**src/rtl/core/ird_pkg.sv**
```systemverilog
// Package with types and constants of the IR remote frame decoder.
package ird_pkg;
  localparam int unsigned IvW = 27;
  localparam logic [IvW-1:0] GapKept = 27'd425000;
  typedef logic [IvW-1:0] iv_t;
  typedef enum logic [1:0] {BIT_ZERO = 2'd0, BIT_ONE = 2'd1, BIT_INV = 2'd2} bitcode_t;
  typedef enum logic [1:0] {ST_NONE = 2'd0, ST_KNOWN = 2'd1, ST_UNKNOWN = 2'd2} status_t;
  typedef enum logic [2:0] {
    REG_LEAD_LOW = 3'd0, REG_LEAD_HIGH = 3'd1, REG_GAP_LOW = 3'd2, REG_GAP_HIGH = 3'd3,
    REG_ONE_LOW = 3'd4, REG_ONE_HIGH = 3'd5, REG_ZERO_LOW = 3'd6, REG_ZERO_HIGH = 3'd7
  } reg_idx_t;
  localparam int unsigned CfgIdxW = 4;

  // Returns {known, key} for an address/command pair.
  function automatic logic [5:0] key_of(input logic [3:0] a, input logic [3:0] c);
    logic [5:0] r;
    r = 6'd0;
    if (a == 4'd3) begin
      if (c == 4'd0) r = {1'b1, 5'd9};
      else if (c <= 4'd9) r = {1'b1, 5'(c - 4'd1)};
      else if (c == 4'd15) r = {1'b1, 5'd14};
    end else if (a == 4'd5) begin
      if (c == 4'd6) r = {1'b1, 5'd18};
      else if (c == 4'd7) r = {1'b1, 5'd19};
      else if (c == 4'd9) r = {1'b1, 5'd16};
      else if (c == 4'd8) r = {1'b1, 5'd17};
    end else if (a == 4'd2) begin
      if (c == 4'd15) r = {1'b1, 5'd10};
      else if (c == 4'd14) r = {1'b1, 5'd11};
      else if (c == 4'd13) r = {1'b1, 5'd12};
      else if (c == 4'd12) r = {1'b1, 5'd13};
    end else if (a == 4'd15 && c == 4'd4) begin
      r = {1'b1, 5'd15};
    end
    return r;
  endfunction
endpackage

```
**src/rtl/core/ir_remote_frame_decoder.sv**
```systemverilog
// Top level of the IR remote frame decoder: collection, bit decode and frame search.
//  channel | dir | fields
//  in_     | in  | tdata[26:0] edge_interval
//  out_    | out | tdata[1:0] status, [6:2] key_code, [10:7] frame_address,
//          |     | [14:11] frame_command
//  cfg_    | in  | eight 27-bit window bounds
// An interval that does not close a frame leaves the block idle, ready for the next one.
// A closing interval walks the interval memory (S_DRD and S_DCLS per interval, plus
// S_DPRD and S_DMRG when a merge is tried) and then the bit memory (S_SRD and S_SCHK
// per start position) before the result is offered.
// Reset is synchronous; the memories need no clearing.
// A new result waits until the previous one has been transferred; intervals are taken
// only in the idle state, also while a result waits there.
module ir_remote_frame_decoder #(
  parameter int unsigned FRAME_DEPTH = 64
) (
  input  logic        clk,
  input  logic        rst_n,
  input  logic        in_tvalid,
  output logic        in_tready,
  input  logic [31:0] in_tdata,   // edge_interval
  output logic        out_tvalid,
  input  logic        out_tready,
  output logic [15:0] out_tdata,  // status, key_code, frame_address, frame_command
  input  logic        cfg_we,
  input  logic [ird_pkg::CfgIdxW-1:0] cfg_index,
  input  logic [26:0] cfg_wdata
);
  import ird_pkg::*;

  localparam int unsigned AW = $clog2(FRAME_DEPTH);
  localparam int unsigned CW = $clog2(FRAME_DEPTH + 1);

  typedef enum logic [3:0] {
    S_IDLE, S_DRD, S_DCLS, S_DPRD, S_DMRG, S_SRD, S_SCHK, S_OUT
  } state_t;

  state_t state_r;
  iv_t lead_low_r, lead_high_r, gap_low_r, gap_high_r;
  iv_t one_low_r, one_high_r, zero_low_r, zero_high_r;
  iv_t prev_r;
  logic collecting_r;
  logic [CW-1:0] count_r, size_r, i_r, nbits_r, p_r;
  logic [4:0] j_r;
  iv_t t_r;
  logic [3:0] adr_r, cmd_r, ta_r, tc_r;
  logic ok_r, bad_r;
  logic [1:0] st_r;
  logic [4:0] key_r;
  logic out_valid_r;
  logic [15:0] out_data_r;

  iv_t ivmem [FRAME_DEPTH];
  logic [1:0] bitmem [FRAME_DEPTH];
  iv_t iv_rd_r;
  logic [1:0] bit_rd_r;

  iv_t x;
  logic [IvW:0] sum;
  logic in_lead, x_gap, s_gap, in_acc, close;
  assign x = in_tdata[IvW-1:0];
  assign sum = {1'b0, prev_r} + {1'b0, x};
  assign in_lead = (x > lead_low_r) && (x < lead_high_r);
  assign x_gap = (x > gap_low_r) && (x < gap_high_r);
  assign s_gap = (sum > {1'b0, gap_low_r}) && (sum < {1'b0, gap_high_r});
  assign in_tready = (state_r == S_IDLE);
  assign in_acc = in_tvalid && in_tready;
  logic full;
  assign full = (count_r == CW'(FRAME_DEPTH));
  assign close = full || x_gap || s_gap;
  logic coll_n;
  assign coll_n = collecting_r || ((prev_r != GapKept) && (in_lead || s_gap));

  // A merge partner past the last counted interval counts as zero.
  iv_t mate;
  assign mate = (i_r < size_r) ? iv_rd_r : '0;
  logic [IvW:0] ts, ms;
  assign ts = {1'b0, iv_rd_r};
  assign ms = {1'b0, t_r} + {1'b0, mate};
  function automatic logic win(input logic [IvW:0] v, input iv_t lo, input iv_t hi);
    return (v > {1'b0, lo}) && (v < {1'b0, hi});
  endfunction

  logic [CW:0] pos;
  assign pos = {1'b0, p_r} + {1'b0, i_r};
  logic pos_in;
  assign pos_in = pos < {1'b0, nbits_r};
  logic [1:0] bval;
  assign bval = pos_in ? bit_rd_r : BIT_INV;

  logic [5:0] kq;
  assign kq = key_of(ta_r, tc_r);

  logic iv_we;
  logic [AW-1:0] iv_wa;
  assign iv_we = in_acc && !full;
  assign iv_wa = count_r[AW-1:0];
  logic [AW-1:0] iv_ra;
  assign iv_ra = i_r[AW-1:0];
  logic bit_we;
  logic [1:0] bit_wd;
  logic [AW-1:0] bit_wa, bit_ra;
  assign bit_wa = nbits_r[AW-1:0];
  assign bit_ra = pos[AW-1:0];

  always_comb begin
    bit_we = 1'b0;
    bit_wd = BIT_INV;
    if (state_r == S_DCLS) begin
      if (win(ts, one_low_r, one_high_r)) begin
        bit_we = 1'b1; bit_wd = BIT_ONE;
      end else if (win(ts, zero_low_r, zero_high_r)) begin
        bit_we = 1'b1; bit_wd = BIT_ZERO;
      end
    end else if (state_r == S_DMRG) begin
      bit_we = 1'b1;
      if (win(ms, one_low_r, one_high_r)) bit_wd = BIT_ONE;
      else if (win(ms, zero_low_r, zero_high_r)) bit_wd = BIT_ZERO;
    end
  end

  always_ff @(posedge clk) begin
    if (iv_we) ivmem[iv_wa] <= x;
    iv_rd_r <= ivmem[iv_ra];
    if (bit_we) bitmem[bit_wa] <= bit_wd;
    bit_rd_r <= bitmem[bit_ra];
  end

  always_ff @(posedge clk) begin
    if (!rst_n) begin
      state_r <= S_IDLE;
      lead_low_r <= 27'd400000; lead_high_r <= 27'd410000;
      gap_low_r <= 27'd420000; gap_high_r <= 27'd430000;
      one_low_r <= 27'd123000; one_high_r <= 27'd127000;
      zero_low_r <= 27'd73000; zero_high_r <= 27'd77000;
      prev_r <= '0; collecting_r <= 1'b0; count_r <= '0;
      out_valid_r <= 1'b0;
    end else begin
      if (cfg_we && cfg_index[CfgIdxW-1] == 1'b0) begin
        unique case (reg_idx_t'(cfg_index[2:0]))
          REG_LEAD_LOW: lead_low_r <= cfg_wdata;
          REG_LEAD_HIGH: lead_high_r <= cfg_wdata;
          REG_GAP_LOW: gap_low_r <= cfg_wdata;
          REG_GAP_HIGH: gap_high_r <= cfg_wdata;
          REG_ONE_LOW: one_low_r <= cfg_wdata;
          REG_ONE_HIGH: one_high_r <= cfg_wdata;
          REG_ZERO_LOW: zero_low_r <= cfg_wdata;
          REG_ZERO_HIGH: zero_high_r <= cfg_wdata;
          default: ;
        endcase
      end
      unique case (state_r)
        S_IDLE: begin
          if (in_acc) begin
            prev_r <= (x_gap || s_gap) ? GapKept : x;
            if (close) begin
              size_r <= (coll_n && !full) ? count_r + 1'b1 : count_r;
              collecting_r <= 1'b0; count_r <= '0;
              i_r <= '0; nbits_r <= '0;
              st_r <= ST_NONE; key_r <= '0; adr_r <= '0; cmd_r <= '0;
              state_r <= S_DRD;
            end else begin
              collecting_r <= coll_n;
              if (coll_n) count_r <= count_r + 1'b1;
            end
          end
        end
        S_DRD: begin
          if (i_r >= size_r) begin
            i_r <= '0; state_r <= S_SRD;
          end else state_r <= S_DCLS;
        end
        S_DCLS: begin
          t_r <= iv_rd_r;
          if (bit_we) begin
            nbits_r <= nbits_r + 1'b1; i_r <= i_r + 1'b1; state_r <= S_DRD;
          end else begin
            i_r <= i_r + 1'b1; state_r <= S_DPRD;
          end
        end
        S_DPRD: begin
          state_r <= S_DMRG;
        end
        S_DMRG: begin
          nbits_r <= nbits_r + 1'b1;
          if (i_r < size_r && bit_wd != BIT_INV) i_r <= i_r + 1'b1;
          state_r <= S_DRD;
        end
        S_SRD: begin
          if (i_r >= nbits_r) state_r <= S_OUT;
          else begin
            p_r <= '0; j_r <= '0; ok_r <= 1'b1; bad_r <= 1'b0;
            ta_r <= '0; tc_r <= '0; state_r <= S_SCHK;
          end
        end
        S_SCHK: begin
          // j_r odd phases sample the bit read at offset p_r
          if (!j_r[0]) begin
            j_r <= j_r + 1'b1;
          end else begin
            if (p_r < CW'(4)) begin
              if (bval != BIT_ONE) ok_r <= 1'b0;
            end else if (p_r < CW'(8)) begin
              ta_r <= {ta_r[2:0], bval == BIT_ONE};
              if (bval == BIT_INV) bad_r <= 1'b1;
            end else if (p_r < CW'(12)) begin
              tc_r <= {tc_r[2:0], bval == BIT_ONE};
              if (bval == BIT_INV) bad_r <= 1'b1;
            end else if (bval != BIT_ZERO) ok_r <= 1'b0;
            if (p_r == CW'(15)) begin
              if (ok_r && bval == BIT_ZERO) begin
                adr_r <= ta_r; cmd_r <= tc_r;
                if (bad_r || !kq[5]) begin
                  st_r <= ST_UNKNOWN; key_r <= '0;
                end else begin
                  st_r <= ST_KNOWN; key_r <= kq[4:0];
                end
              end
              i_r <= i_r + 1'b1; state_r <= S_SRD;
            end else begin
              p_r <= p_r + 1'b1; j_r <= j_r + 1'b1;
            end
          end
        end
        S_OUT: begin
          if (!out_valid_r || out_tready) begin
            out_valid_r <= 1'b1;
            out_data_r <= {1'b0, cmd_r, adr_r, key_r, st_r};
            state_r <= S_IDLE;
          end
        end
        default: state_r <= S_IDLE;
      endcase
      if (out_valid_r && out_tready && state_r != S_OUT) out_valid_r <= 1'b0;
    end
  end

  assign out_tvalid = out_valid_r;
  assign out_tdata = out_data_r;
endmodule

```
**config.mk**
```make
export PLATFORM = sky130hd
export DESIGN_NAME = ir_remote_frame_decoder
export DESIGN_NICKNAME = d
export VERILOG_FILES = /design/src/rtl/core/ird_pkg.sv /design/src/rtl/core/ir_remote_frame_decoder.sv
export SDC_FILE = /design/constraint.sdc
export NUM_CORES = 2
export LEC_CHECK = 0
export ABC_AREA = 1
export BUFFER_PORTS_ARGS = -buffer_cell sky130_fd_sc_hd__clkbuf_2
export CORE_MARGIN = 3
export CORE_UTILIZATION = 50
export CTS_CLUSTER_DIAMETER = 80
export DETAILED_ROUTE_END_ITERATION = 12
export GPL_ROUTABILITY_DRIVEN = 0
export HOLD_SLACK_MARGIN = 0.08
export PLACE_DENSITY = 0.76
export SYNTH_ARGS = -nofsm -noshare
export SYNTH_HDL_FRONTEND = slang
export SYNTH_SLANG_ARGS = --single-unit
```
**constraint.sdc**
```tcl
create_clock -name clk -period 14.2 [get_ports clk]
set_clock_uncertainty 0.15 [all_clocks]
set_input_delay 2.84 -clock clk [delete_from_list [all_inputs] [get_ports clk]]
set_output_delay 2.84 -clock clk [all_outputs]
set_load 0.005 [all_outputs]
```
# Word-level counts from Yosys, hierarchy flattened
# Memory sizes are Yosys's and may differ from the RTL's. A register that Yosys moved wholly into a read port is not among the register bits.
# Index checks and enable logic that the tools add are counted.
classes:
  add_sub_neg: 9
  n_lt_le_gt_ge: 22
  eq_ne: 56
  muxes: 111
  bitwise: 2
  n_reduce_logical: 63
op_table:
  columns: ["cell", "n"]
  rows:
  - ["$gt A27 B27 Y1", 4]
  - ["$lt A27 B27 Y1", 4]
  - ["$mux W7", 13]
  - ["$mux W6", 15]
  - ["$gt A28 B27 Y1", 3]
  - ["$lt A28 B27 Y1", 3]
  - ["$mux W4", 21]
  - ["$add A27 B27 Y28", 2]
  - ["$mux W27", 2]
  - ["$mux W5", 9]
  - ["$pmux W7 S5", 1]
  - ["$eq A4 B3 Y1 const B", 8]
  - ["$pmux W4 S2", 4]
  - ["$pmux W4 S8", 1]
  - ["$add A7 B1 Y7 const B", 4]
  - ["$eq A4 B4 Y1 const B", 7]
  - ["$mux W2", 14]
  - ["$ne A27 B19 Y1 const B", 1]
  - ["$ne A2 B2 Y1 const B", 13]
  - ["$mux W1", 23]
  - ["$reduce_and A2 Y1", 11]
  - ["$pmux W7 S3", 1]
  - ["$pmux W5 S2", 2]
  - ["$ne A3 B3 Y1 const B", 6]
  - ["other kinds (41)", 91]
word_totals:
  ff_bits: 356
  ram_bits: 1856
  input_bits: 68
  memories: 2
memory_table:
  columns: ["memory", "words", "word_bits", "read_ports", "rd_ports_with_merged_regs", "wr", "line", "text"]
  rows:
  - ["ivmem", 64, 27, 1, 1, 1, "ir_remote_frame_decoder.sv:53", "iv_t ivmem [FRAME_DEPTH];"]
  - ["bitmem", 64, 2, 1, 1, 1, "ir_remote_frame_decoder.sv:54", "logic [1:0] bitmem [FRAME_DEPTH];"]

# Logic depth before layout (Yosys ltp)
depth:
  depth_word: 15
  mapped_depth: 39
  depth_no_buf: 34

# Worst setup path before layout
# OpenSTA, ideal clock, no wires.
synth_path:
  path_kind: "reg2reg"
  start: "register i_r[0]"
  end: "memory bitmem[0][0] (data pin)"
  setup_time_ns: 0.548
  arrival_ns: 6.613
  t_required_ns: 13.502
  setup_slack_ns: 6.889
  path_stages_with_launch: 35
  n_path_buf: 6
  path_cell_list: "edfxtp_1 -> buf_2 -> inv_2 -> buf_2 -> buf_2 -> buf_2 -> ha_1 -> o21ai_0 -> nand2_1 -> o2111ai_1 -> clkbuf_1 -> buf_1 -> nor2_1 -> ha_1 -> inv_1 -> o21ai_0 -> a21oi_1 -> nand3_1 -> a21oi_1 -> inv_1 -> a21oi_1 -> o21bai_1 -> nand3_1 -> nand2_1 -> xor2_1 -> ha_1 -> nand2_1 -> inv_1 -> o21ai_0 -> nand3b_1 -> nor2_1 -> nand2_1 -> nor2_1 -> nand3_1 -> a21oi_1"
synth_between:
  elab_chain_cells: 8
synth_lines:
  columns: ["element", "line", "text"]
  rows:
  - ["start, declared", "ir_remote_frame_decoder.sv:43", "logic [CW-1:0] count_r, size_r, i_r, nbits_r, p_r;"]
  - ["start signal, assigned", "ir_remote_frame_decoder.sv:186", "if (i_r < size_r && bit_wd != BIT_INV) i_r <= i_r + 1'b1;"]
  - ["$lt A7 B7 Y1 (*)", "ir_remote_frame_decoder.sv:76", "assign mate = (i_r < size_r) ? iv_rd_r : '0;"]
  - ["$mux W27 (*)", "ir_remote_frame_decoder.sv:76", null]
  - ["$add A27 B27 Y28 (*)", "ir_remote_frame_decoder.sv:79", "assign ms = {1'b0, t_r} + {1'b0, mate};"]
  - ["$gt A28 B27 Y1 / $lt A28 B27 Y1 (equally long branches)", "ir_remote_frame_decoder.sv:81", "return (v > {1'b0, lo}) && (v < {1'b0, hi});"]
  - ["$logic_and A1 B1 Y1 (*)", "ir_remote_frame_decoder.sv:81", null]
  - ["$mux W2 (*)", "ir_remote_frame_decoder.sv:117", "if (win(ms, one_low_r, one_high_r)) bit_wd = BIT_ONE;"]
  - ["$mux W2 (*)", "ir_remote_frame_decoder.sv:115", "end else if (state_r == S_DMRG) begin"]
  - ["$mux W2 (*)", "ir_remote_frame_decoder.sv:109", "if (state_r == S_DCLS) begin"]
  - ["via bit_wd[0]", "ir_remote_frame_decoder.sv:101", "logic [1:0] bit_wd;"]
  - ["end, declared", "ir_remote_frame_decoder.sv:54", null]
# The timed path passes the listed nets; every way through them passes the cells marked *.

# Worst setup path after layout
layout_path:
  start: "input port in_tdata[3]"
  end: "register adr_r[2] (enable)"
layout_between:
  elab_chain_cells: 6
layout_lines:
  columns: ["element", "line", "text"]
  rows:
  - ["start, declared", "ir_remote_frame_decoder.sv:21", "input logic [31:0] in_tdata,"]
  - ["$add A27 B27 Y28 (tied with other cells)", "ir_remote_frame_decoder.sv:62", "assign sum = {1'b0, prev_r} + {1'b0, x};"]
  - ["$gt A28 B27 Y1 (tied with other cells)", "ir_remote_frame_decoder.sv:65", "assign s_gap = (sum > {1'b0, gap_low_r}) && (sum < {1'b0, gap_high_r});"]
  - ["$logic_and A1 B1 Y1 / $logic_or A1 B1 Y1 (equally long branches)", "ir_remote_frame_decoder.sv:65, ir_remote_frame_decoder.sv:70", null]
  - ["$logic_or A1 B1 Y1 (*)", "ir_remote_frame_decoder.sv:70", "assign close = full || x_gap || s_gap;"]
  - ["$ne A2 B1 Y1 (no source line) (*)", null, null]
  - ["$reduce_and A7 Y1 (no source line) (*)", null, null]
  - ["end signal, assigned", "ir_remote_frame_decoder.sv:212", "adr_r <= ta_r; cmd_r <= tc_r;"]
  - ["end, declared", "ir_remote_frame_decoder.sv:46", "logic [3:0] adr_r, cmd_r, ta_r, tc_r;"]
# Mark *: on every way between the ends. The rest lies on a longest branch, timed or not.
# A chain may end at the register's enable or synchronous reset.

==> metrics.txt <==
setup TNS=0 ns; total power=20.37 mW; layout cells sized above 1=7.155%; clk slew on worst S/H paths=0.06 ns; pwr/cell area=186.6 mW/mm^2; post-synthesis sequential area ratio=65.02%; drt drc=0; Pleak=38.40 nW; CP Class=input pin to register; Initial Util=50.51%; width of the chip=450.7 microns; status=complete, no violations; most common flop cell mapped by yosys=edfxtp_1; # rows=162; number of flops mapped to enable cells by yosys=1952; Nets=8999; via/cell ratio=6.166; Hold Crit Class=register to register; DRT Pass-1 Iters=8; clk sinks=2236; total CTS buffers=210; GR Util met3=5.777%; Crit-path slowest cell=buf_4; Yosys reg bits=2236; Worst Max-Slew Pin Slew=1.274 ns; post-CTS sizing=0; Total Wirelength=270600 microns; Clock Path Buffers=3; Critical Path Fanout Max=70; Mapped Area=0.09889 sq mm; RSZ-0062 raised after global routing=no; register area=0.06430 sq mm; GRT Overall Usage=25.83%; Ports=86; DR iter-0 viols=9143; relative slew slack=14.83%; area occupied by multi-input gates=0.03124 sq mm; Peak VDD IR=149.8 uV; met2 Resource Use GR=39.61%; Post-Syn Instances=8492; die height=450.7 microns; CTS Hold Buffers Added=0; fin. max-slew vios=0; most frequent cells in the layout=edfxtp_1 (1952), nor2_1 (1392), o21ai_0 (750); # Post-CTS Setup Buffers=0; I/O Buffers=79; Clock Latency Late Sink=0.87 ns; detailed-route via count=69500; core footprint=0.1958 sq mm; number of H-tree levels=4; grt peak-use layer=met2; CP max stage delay=0.70 ns; HPWL after detailed placement=160200 microns; distinct cell type count after synthesis=57; largest net degree at the start of global routing=198; f_max=128.9 MHz; Area Growth Syn to Fin=10.39%; crit path time final=7.758 ns; M1 GR Usage=34.68%; layout filler cell count=15530; crit path launch type=input pin; Synthesized Nets=9025; Die ar.=0.2032 sq mm; Mean Syn Cell Area=11.65 sq um; post-DR wirelength/cell=24.00 microns; Max Cap Viol=0; synth warn=0; Hold Vio Cnt, Final=0; first-pass GRT wire length=400100 microns; crit path DAT=8.10 ns; ys async rst share=0%; clk root buf=clkbuf_16; most common cell after layout, fill and taps aside=edfxtp_1; # setup viols final=0; Routed Antenna Nets=0; Period Utilization, post-route=54.63%; CTS tree=yes; Setup crit end kind=register; remaining global-route overflow=0; initial antenna violation count=19; vias in the first global route=66240; Critical Path RT=14.54 ns
## synthesized netlist by cell type (all sizes together) (11+ instances only)
cell type / n / share of area [%]
a21o: 13 / 0.099
a21oi: 539 / 2.7
a31oi: 30 / 0.19
a32o: 15 / 0.15
buf: 118 / 0.57
clkbuf: 333 / 1.3
dfxtp: 284 / 5.7
edfxtp: 1952 / 59
ha: 462 / 5.8
inv: 500 / 1.9
mux2i: 166 / 1.7
nand2: 737 / 2.8
nand3: 328 / 1.7
nand4: 58 / 0.37
nor2: 1455 / 5.5
nor3: 21 / 0.11
nor4: 19 / 0.12
o211ai: 97 / 0.74
o21a: 21 / 0.16
o21ai: 753 / 3.8
o221ai: 165 / 1.5
o31ai: 11 / 0.084
o32ai: 298 / 2.6
xnor2: 20 / 0.18
xor2: 40 / 0.38
## state kept, by name, summed over array words and instances, names as in the netlist, 4 cells and up
name,cells
nbits_r,7
i_r,7
bitmem,128
adr_r,4
out_tdata,15
zero_low_r,27
ta_r,4
key_r,5
count_r,7
lead_low_r,27
iv_rd_r,27
gap_low_r,27
one_low_r,27
lead_high_r,27
one_high_r,27
size_r,7
tc_r,4
zero_high_r,27
ivmem,1728
prev_r,27
gap_high_r,27
p_r,7
cmd_r,4
t_r,27
## per-layer routing
layer / wire (microns) / vias to the layer above
met3: 31060 / 706
met1: 102700 / 33800
met5: 59 / -
li1: - / 31030
met4: 15210 / 8
met2: 121600 / 3962
## metrics by stage
step                utilization, %  instances  hold slack (ns)  setup slack [ns]  instance area, sq um
floorplan                        -       8492           0.2503             6.889                 98890
global placement             52.19      10880           0.2572             5.789                102200
detailed placement           52.19      10880           0.2545             5.661                102200
CTS                          55.74      11260           0.2688             6.565                109100
global route                 55.74      11270           0.2781             5.921                109200
finish                       55.75      11270           0.2674             6.442                109200
## worst paths after layout
path	from	to	slack [ns]	cells past startpoint
worst max-delay path	in_tdata[3]	adr_r[2]	6.44	29
worst min register to register	key_r[0]	out_tdata[2]	0.27	0
worst max register to register	i_r[1]	i_r[3]	7.28	30
worst min-delay path	key_r[0]	out_tdata[2]	0.27	0
## area by class of cell
class                           count  share of cell area [%]
Sequential cell                  2236                   58.90
Timing Repair Buffer              213                   1.343
Antenna cell                       12                 0.02751
Tap cell                         2624                   3.007
Multi-Input combinational cell   5301                   28.61
Inverter                          504                   1.747
Clock buffer                      262                   5.135
Clock inverter                    121                   1.227
## worst max-delay path, delay by kind of cell
kind	cells	cell delay, ns
buffers and inverters	4	0.94
AOI/OAI and AO/OA	6	1.66
adders and majority gates	2	0.68
xor gates and xnor gates	1	0.26
and+or+nand+nor	16	1.64
## kinds of logic after synthesis
logic type                 synth area share, %
AOI/OAI and AO/OA                        12.31
xor gates and xnor gates                0.5542
adders and majority gates                5.906
buffers and inverters                    3.746
DFF                                      65.02
muxes                                    1.749
other                                 0.003792
and+or+nand+nor                          10.70
## power by group
| part | switching, mW | internal, mW | total (mW) |
|---|---|---|---|
| Clock | 2.48 | 3.16 | 5.64 |
| Sequential | 0.216 | 7.40 | 7.61 |
| Combinational | 4.94 | 2.18 | 7.12 |
| Total | 7.63 | 12.7 | 20.4 |
(Power assumes the default switching activity.)
